[src/design/fdst_pkg.sv]
// Shared types and constants for the four-direction Sobel threshold block.
// No dependencies; imported by every module of the block.
`default_nettype none

package fdst_pkg;

   // pixel and arithmetic widths
   localparam int PIX_W      = 8;
   localparam int GRAD_W     = 11;   // |gradient| <= 4 * 255
   localparam int SQ_W       = 20;   // 1020^2 < 2^20
   localparam int SUM_W      = 22;   // four squares
   localparam int THR_SQ_W   = 16;

   // frame geometry
   localparam int MAX_HEIGHT = 1024;
   localparam int ROW_W      = 10;

   // configuration port
   localparam int CSR_IDX_W  = 2;
   localparam int CSR_DATA_W = 11;
   localparam int THR_W      = 8;

   localparam logic [CSR_IDX_W-1:0] CSR_IMAGE_WIDTH    = 2'd0;
   localparam logic [CSR_IDX_W-1:0] CSR_IMAGE_HEIGHT   = 2'd1;
   localparam logic [CSR_IDX_W-1:0] CSR_EDGE_THRESHOLD = 2'd2;

   localparam logic [CSR_DATA_W-1:0] WIDTH_RESET  = 11'd640;
   localparam logic [CSR_DATA_W-1:0] HEIGHT_RESET = 11'd480;
   localparam int THR_RESET = 100;
   localparam logic [THR_SQ_W-1:0] THR_SQ_RESET = THR_SQ_W'(THR_RESET * THR_RESET);

   // result codes
   localparam logic [PIX_W-1:0] EDGE_ON  = 8'd255;
   localparam logic [PIX_W-1:0] EDGE_OFF = 8'd0;

   // 3x3 window, aRC = row R (0 top), column C (0 oldest)
   typedef struct packed {
      logic [PIX_W-1:0] a00;
      logic [PIX_W-1:0] a01;
      logic [PIX_W-1:0] a02;
      logic [PIX_W-1:0] a10;
      logic [PIX_W-1:0] a11;
      logic [PIX_W-1:0] a12;
      logic [PIX_W-1:0] a20;
      logic [PIX_W-1:0] a21;
      logic [PIX_W-1:0] a22;
   } win_type;

   // per-request control carried down the pipeline
   typedef struct packed {
      logic has_result;
      logic last;
   } tag_type;

endpackage

`default_nettype wire

[src/design/fdst_grad_pipe.sv]
// Gradient, square and threshold pipeline: four Sobel kernels, squares,
// sum and compare, ending in the result register. Uses fdst_pkg.
`default_nettype none

module fdst_grad_pipe
   import fdst_pkg::*;
(
   input  wire logic                clock,
   input  wire logic                reset,
   input  wire logic                in_valid,
   output logic                     in_ready,
   input  wire tag_type             in_tag,
   input  wire win_type             in_win,
   input  wire logic [THR_SQ_W-1:0] thr_sq,
   output logic                     out_valid,
   input  wire logic                out_ready,
   output logic [PIX_W-1:0]         out_edge,
   output logic                     out_last
);

   localparam int EXT_W = GRAD_W - PIX_W;

   // stage 2: gradients
   logic                     s2_v_ff, s2_v_in;
   tag_type                  s2_tag_ff;
   logic signed [GRAD_W-1:0] gx_ff, gy_ff, g45_ff, g135_ff;
   // stage 3: squares
   logic                     s3_v_ff, s3_v_in;
   tag_type                  s3_tag_ff;
   logic [SQ_W-1:0]          sq_ff [4];
   // result register
   logic                     o_v_ff, o_v_in;
   logic [PIX_W-1:0]         o_edge_ff;
   logic                     o_last_ff;

   logic s2_go, s3_go, o_go;

   logic signed [GRAD_W-1:0] p00, p01, p02, p10, p12, p20, p21, p22;
   logic signed [GRAD_W-1:0] gx_in, gy_in, g45_in, g135_in;
   logic signed [2*GRAD_W-1:0] prod [4];
   logic [SUM_W-1:0]         sum;

   // stall chain; items without a result drop out of stage 3 freely
   assign o_go  = !o_v_ff || out_ready;
   assign s3_go = !s3_v_ff || !s3_tag_ff.has_result || o_go;
   assign s2_go = !s2_v_ff || s3_go;
   assign in_ready = s2_go;

   // kernels
   always_comb begin
      p00 = $signed({{EXT_W{1'b0}}, in_win.a00});
      p01 = $signed({{EXT_W{1'b0}}, in_win.a01});
      p02 = $signed({{EXT_W{1'b0}}, in_win.a02});
      p10 = $signed({{EXT_W{1'b0}}, in_win.a10});
      p12 = $signed({{EXT_W{1'b0}}, in_win.a12});
      p20 = $signed({{EXT_W{1'b0}}, in_win.a20});
      p21 = $signed({{EXT_W{1'b0}}, in_win.a21});
      p22 = $signed({{EXT_W{1'b0}}, in_win.a22});
      gx_in   = p00 - p02 + (p10 <<< 1) - (p12 <<< 1) + p20 - p22;
      gy_in   = p00 + (p01 <<< 1) + p02 - p20 - (p21 <<< 1) - p22;
      g45_in  = (p00 <<< 1) + p01 + p10 - p12 - p21 - (p22 <<< 1);
      g135_in = p10 - p01 - (p02 <<< 1) - p12 + (p20 <<< 1) + p21;
   end

   // squares
   always_comb begin
      prod[0] = gx_ff * gx_ff;
      prod[1] = gy_ff * gy_ff;
      prod[2] = g45_ff * g45_ff;
      prod[3] = g135_ff * g135_ff;
   end

   // sum of squares
   assign sum = SUM_W'(sq_ff[0]) + SUM_W'(sq_ff[1]) + SUM_W'(sq_ff[2]) + SUM_W'(sq_ff[3]);

   always_comb begin
      s2_v_in = s2_go ? in_valid : s2_v_ff;
      s3_v_in = s3_go ? s2_v_ff  : s3_v_ff;
      o_v_in  = o_go  ? (s3_v_ff && s3_tag_ff.has_result) : o_v_ff;
   end

   always_ff @(posedge clock) begin
      if (s2_go) begin
         s2_tag_ff <= in_tag;
         gx_ff     <= gx_in;
         gy_ff     <= gy_in;
         g45_ff    <= g45_in;
         g135_ff   <= g135_in;
      end
      if (s3_go) begin
         s3_tag_ff <= s2_tag_ff;
         for (int i = 0; i < 4; i++) sq_ff[i] <= prod[i][SQ_W-1:0];
      end
      if (o_go) begin
         o_edge_ff <= (sum > SUM_W'(thr_sq)) ? EDGE_ON : EDGE_OFF;
         o_last_ff <= s3_tag_ff.last;
      end
   end

   always_ff @(posedge clock) begin
      if (reset) begin
         s2_v_ff <= 1'b0;
         s3_v_ff <= 1'b0;
         o_v_ff  <= 1'b0;
      end else begin
         s2_v_ff <= s2_v_in;
         s3_v_ff <= s3_v_in;
         o_v_ff  <= o_v_in;
      end
   end

   assign out_valid = o_v_ff;
   assign out_edge  = o_edge_ff;
   assign out_last  = o_last_ff;

endmodule

`default_nettype wire

[config.mk]
export PLATFORM = sky130hd
export DESIGN_NAME = fdst_grad_pipe
export DESIGN_NICKNAME = d
export VERILOG_FILES = /design/src/design/fdst_pkg.sv /design/src/design/fdst_grad_pipe.sv
export SDC_FILE = /design/constraint.sdc
export NUM_CORES = 2
export LEC_CHECK = 0
export BUFFER_PORTS_ARGS = -buffer_cell sky130_fd_sc_hd__buf_2
export CAP_MARGIN = 20
export CORE_ASPECT_RATIO = 1.4
export CORE_MARGIN = 2
export CORE_UTILIZATION = 30
export CTS_BUF_LIST = sky130_fd_sc_hd__clkbuf_2 sky130_fd_sc_hd__clkbuf_4 sky130_fd_sc_hd__clkbuf_8
export CTS_CLUSTER_SIZE = 24
export DETAILED_ROUTE_END_ITERATION = 12
export PLACE_DENSITY = 0.52
export SLEW_MARGIN = 5
export SYNTH_ARGS = -nofsm -noshare
export SYNTH_HDL_FRONTEND = slang
export SYNTH_SLANG_ARGS = --single-unit
[constraint.sdc]
create_clock -name clock -period 5 [get_ports clock]
set_input_delay 0 -clock clock [delete_from_list [all_inputs] [get_ports clock]]
set_output_delay 0 -clock clock [all_outputs]
set_load 0.03 [all_outputs]
After elaboration in Yosys (flattened, before gate mapping)
Memory sizes are Yosys's and may differ from the RTL's.
Cells that the tools add are included.
{"block": "op_classes", "n_mux": 3, "n_addsub": 23, "reduce_logical": 9, "n_mul": 4, "order_cmp": 1}
{"operator": "multiplier 11 x 11 -> 20 bit", "count": 4}
{"operator": "subtractor 11 x 9 -> 11 bit", "count": 6}
{"operator": "subtractor 11 x 10 -> 11 bit", "count": 3}
{"operator": "adder 10 x 8 -> 11 bit", "count": 2}
{"operator": "adder 11 x 9 -> 11 bit", "count": 2}
{"operator": "adder 21 x 20 -> 22 bit", "count": 1}
{"operator": "adder 22 x 20 -> 22 bit", "count": 1}
{"operator": "> comparator 22 x 16 -> 1 bit", "count": 1}
{"operator": "adder 20 x 20 -> 21 bit", "count": 1}
{"operator": "subtractor 8 x 8 -> 9 bit", "count": 2}
{"operator": "adder 11 x 10 -> 11 bit", "count": 1}
{"operator": "adder 9 x 10 -> 11 bit", "count": 1}
{"operator": "subtractor 9 x 10 -> 11 bit", "count": 1}
{"operator": "adder 8 x 9 -> 10 bit", "count": 1}
{"operator": "adder 9 x 8 -> 10 bit", "count": 1}
{"operator": "2-to-1 mux 8 bit", "count": 1}
{"operator": "zero test 1 bit", "count": 4}
{"operator": "logical OR 1 bit", "count": 4}
{"operator": "2-to-1 mux 1 bit", "count": 2}
{"operator": "logical AND 1 bit", "count": 1}
{"block": "word_totals", "ramBits": 80, "word_cells": 54, "out_inout_bits": 11, "ff_bits": 60, "inputBits": 94, "mem_count": 1}
{"name": "sq_ff", "depth": 4, "width": 20, "rd": 4, "rd_ports_with_merged_regs": 0, "wr": 4, "line_no": "fdst_grad_pipe.sv:30", "text": "logic [SQ_W-1:0] sq_ff [4];"}

Depth between registers and ports, before layout
An unclocked memory read counts as a cell.
{"block": "depth", "depth_word": 6, "ltp_mapped": 22, "ltp_nobuf": 21}

Least setup slack after synthesis
Ideal clock, no wire load.
{"block": "synth_path", "kind": "reg-to-reg", "start": "register gx_ff[10]", "end": "memory sq_ff[0][19], data pin", "setup_ps": 260, "path_stages_with_launch": 19, "period_less_slack_ps": 5244, "n_path_buf": 1, "slack_ps": -244, "arrival_time_ps": 4984, "required_ps": 4740, "cell_sequence": "edfxtp_1 -> clkbuf_1 -> nand2_1 -> fa_1 -> inv_1 -> fa_1 -> fa_1 -> fa_1 -> inv_1 -> fa_1 -> inv_1 -> ha_1 -> or2_2 -> a21oi_1 -> a31oi_1 -> and4_1 -> a2111oi_4 -> a21oi_1 -> xnor2_1"}
{"item": "from (decl)", "line_no": "fdst_grad_pipe.sv:26", "text": "logic signed [GRAD_W-1:0] gx_ff, gy_ff, g45_ff, g135_ff;"}
{"item": "from (signal assigned)", "line_no": "fdst_grad_pipe.sv:85", "text": "gx_ff <= gx_in;"}
{"item": "to (decl)", "line_no": "fdst_grad_pipe.sv:30"}

==> implementation parameters <==
Parameter                              Value

Run status
  Result of the run    completed

Global route
  Number of antenna violations at the first check in global routing    6
  M1 GR Usage    between 15 and 20%
  Met2 GRT Util    28.2%
  Wire length of the first global-routing pass    between 100000 and 150000 um
  Global Route met3 Usage    about 1.4%
  Sum of overflow across all layers after global routing    0
  Total GRT Usage    between 10% and 20%
  Most congested layer reported by global routing    met2
  Number of global-route vias before repair    20400
  Maximum number of pins on one net before global-route repair    39

Clock network
  Cell chosen for the clock root    clkbuf_8
  TritonCTS clock tree    done
  Maximum count of clock buffers along a single path    2
  Clock-pin slew on the worst setup and hold paths    80 ps
  Clock network latency to the later pin of the worst-skew pair    between 500 and 600 ps
  H-tree levels    4
  # clock sinks    129
  Inserted Clock Buffers    17

Critical path
  Critical path peak fanout    7
  CP startpoint kind    flop
  CP endpoint kind    flop
  Worst Path Class, Setup    reg2reg
  CP arrival    ~5300 ps
  Data required time at the worst endpoint    5300 ps
  Depth of the most critical reg-to-reg path    20
  Cell class contributing the biggest share of worst-path delay    adder cells
  Flop2flop setup slack    3 ps
  Max stage delay on crit path    about 540 ps
  Slowest cell on crit path    fa_2
  Worst R2R End    sq_ff[2][19]
  Crit path buf inv count    6
  Cell-by-cell trace of the critical path    buf_6 -> nand2_4 -> fa_1 -> inv_2 -> fa_1 -> inv_2 -> fa_1 -> inv_2 -> fa_1 -> inv_1 -> fa_2 -> inv_2 -> ha_4 -> o2111ai_4 -> o2111ai_2 -> a31o_2 -> a21o_1 -> a21oi_2 -> a21oi_2 -> xnor2_1
  CP startpoint    g45_ff[3]
  Startpoint of the worst-slack reg-to-reg timing path    g45_ff[3]

Floorplan
  Effective utilization at floorplan    a little under a third
  Site Rows    129
  Die area    around 92000 um2
  Floorplan Core Area    88600 um2
  Io pins    about 110
  Die Width    257 um
  Die span in y    between 300 and 400 um

Synth
  Proportion of synthesized chip area in sequential cells    between 10 and 15%
  Number of enable-type register cells in the synthesized netlist    around 130
  Post-synthesis average cell area    approximately 10 um2
  Yosys top cell area share    roughly two fifths
  Top_reg_cell synth    edfxtp_1
  Total of flip-flops plus latches after synthesis    129
  Synth cell types    64
  Largest cells by area after synthesis    fa_1 39%, edfxtp_1 14%, ha_1 13%
  Post-synthesis async set-or-reset flop share    0%
  Area of the mapped netlist    about 27000 um2
  Most area-hungry cell type in the Yosys netlist    fa_1
  Count of synthesis-stage warnings from yosys    0
  Post-Synthesis Cells    2755

Place
  Number of port buffers    96
  RD Place Congestion    a little over 0.8
  Hpwl dp    56900 um

STA
  Final period utilization    about 100%
  Final TNS setup    0 ps
  Pins Over Slew Limit    0
  Setup repair after global routing missed its margin    true
  Slew margin rel.    56.3%
  Period minus WS final    roughly 5000 ps
  Fin Clk Skew    around 22 ps
  Number of endpoints failing setup at the final stage    0
  Slew at the pin with the worst max-slew slack    638 ps
  Fmax achieved    roughly 0.20 GHz
  Hold Vio Cnt, Final    0

Finish
  Final-stage net count    between 4000 and 5000
  Layout cells sized above 1    a little under 20%
  Layout area overhead    19.3%

Worst hold path
  Beginning of the worst hold path    in_win[9]
  Path category of the worst min-delay check    in2reg
  Hold path depth    2
  Destination of the worst hold path    g135_ff[0]

Route
  Routed vias    approximately 18000
  Drc violations    0
  Wirelength per Cell    14.8 um
  Number of vias per cell after detailed routing    approximately 4.2
  Drt first-iter violations    about 560
  Detailed-routing iteration count for the pre-antenna-repair pass    4
  Detail Route Antenna Nets    0
  Total wire length after detailed routing    between 60000 and 70000 um

Flow run
  Max-Cap Viols    0
==> timing repair <==
item	CTS	global route
setup endpoints to repair	14	23
endpoints found under the hold margin	8	0
resized for setup	61	147
hold buffers	8	0
buffers inserted	15	22
pin swaps	44	87
==> area by class of cell <==
cell class                 instances  area, um2
fill                            9108      56500
multi-input combinational       1691      20300
sequential                       129       3840
inverter                         886       3330
timing repair buffer             379       2690
tap                             1179       1480
clock buffer                      17        234
clock inverter                    15        170
antenna                            3       7.51
==> flip-flops by register name, indices dropped and copies added, names as in the netlist <==
register / count
s2_tag_ff: 2
sq_ff: 76
s3_tag_ff: 2
g135_ff: 11
out_last: 1
g45_ff: 11
out_edge: 1
out_valid: 1
gy_ff: 11
s2_v_ff: 1
s3_v_ff: 1
gx_ff: 11
==> cells in the mapped netlist (4+ instances only) <==
cell type  instances
xor2_1            21
a21o_1            27
nor3_1            24
nand3b_1           6
and3_1            13
mux2i_1            4
nor2b_1           40
xnor2_1          126
a21oi_1           78
nor2_1           107
nand2b_1          21
or2_2              7
inv_1            885
edfxtp_1         126
nand3_1           12
and2_1           101
nor4_1             4
a211oi_1           8
buf_4              7
ha_1             273
o21bai_1          13
o211ai_1          10
a31oi_1            6
o21a_1            18
o2111ai_1          6
nand4_1            5
nand2_1          128
clkbuf_1          41
fa_1             530
o21ai_0           42
mux2_2             5
a21boi_0           4
a211o_1            5
==> placed cells by master (no fill, tap or decap), drive strengths merged, types with 10 or more instances in the layout <==
master / n
nand2b: 21
a211oi: 11
xnor2: 126
nor3: 24
edfxtp: 126
fa: 530
inv: 894
nor2b: 40
o21ai: 42
clkbuf: 17
nor2: 107
a21oi: 79
ha: 273
a21o: 27
buf: 371
o21bai: 14
xor2: 21
nand2: 128
o211ai: 10
and2: 101
o21a: 19
nand3: 12
and3: 13
==> routing by layer <==
metal	part of all wire [%]	up-vias
met4	2.3	2
met5	0.020	-
met2	54	151
li1	-	8907
met1	41	9005
met3	1.8	64
==> stage by stage <==
step | cells | cell area [um2] | hold slack, ps | utilization (%) | setup WS (ps)
final | 4299 | 32100 | 23.2 | 36.2 | 3.40
after global routing | 4297 | 32100 | 3.25 | 36.2 | -213
after CTS | 4275 | 31300 | 6.49 | 35.3 | -11.7
after detailed placement | 4220 | 30500 | 178 | 34.4 | -182
after global placement | 4220 | 30500 | 178 | 34.4 | -123
after floorplan | 2756 | 26900 | 69.1 | - | -3.18
==> how the worst max path moves through the flow <==
stage,endpoint,slack [ps],depth (start not counted)
detailed placement,sq_ff[3][19],-180,18
global placement,sq_ff[3][17],-120,17
floorplan,sq_ff[0][19],-3,19
CTS,sq_ff[2][19],-10,22
global route,sq_ff[3][19],-210,21
finish,sq_ff[2][19],3,20
==> kinds of logic (layout without fill, tap and decap cells) <==
| logic type | after synthesis | count (layout) | synth area share [%] |
|---|---|---|---|
| buf+inv | 936 | 1297 | 13.2 |
| fa+ha+maj | 803 | 803 | 52.2 |
| simple gates | 482 | 482 | 8.98 |
| compound gates | 247 | 247 | 6.19 |
| xor+xnor | 147 | 147 | 4.79 |
| flops | 129 | 129 | 14.3 |
| mux | 9 | 9 | 0.358 |
| other cells | 2 | 6 | 0.0279 |
Power is not shown: default switching activity piles up to over one toggle a cycle in this logic, so the estimate is an artifact.
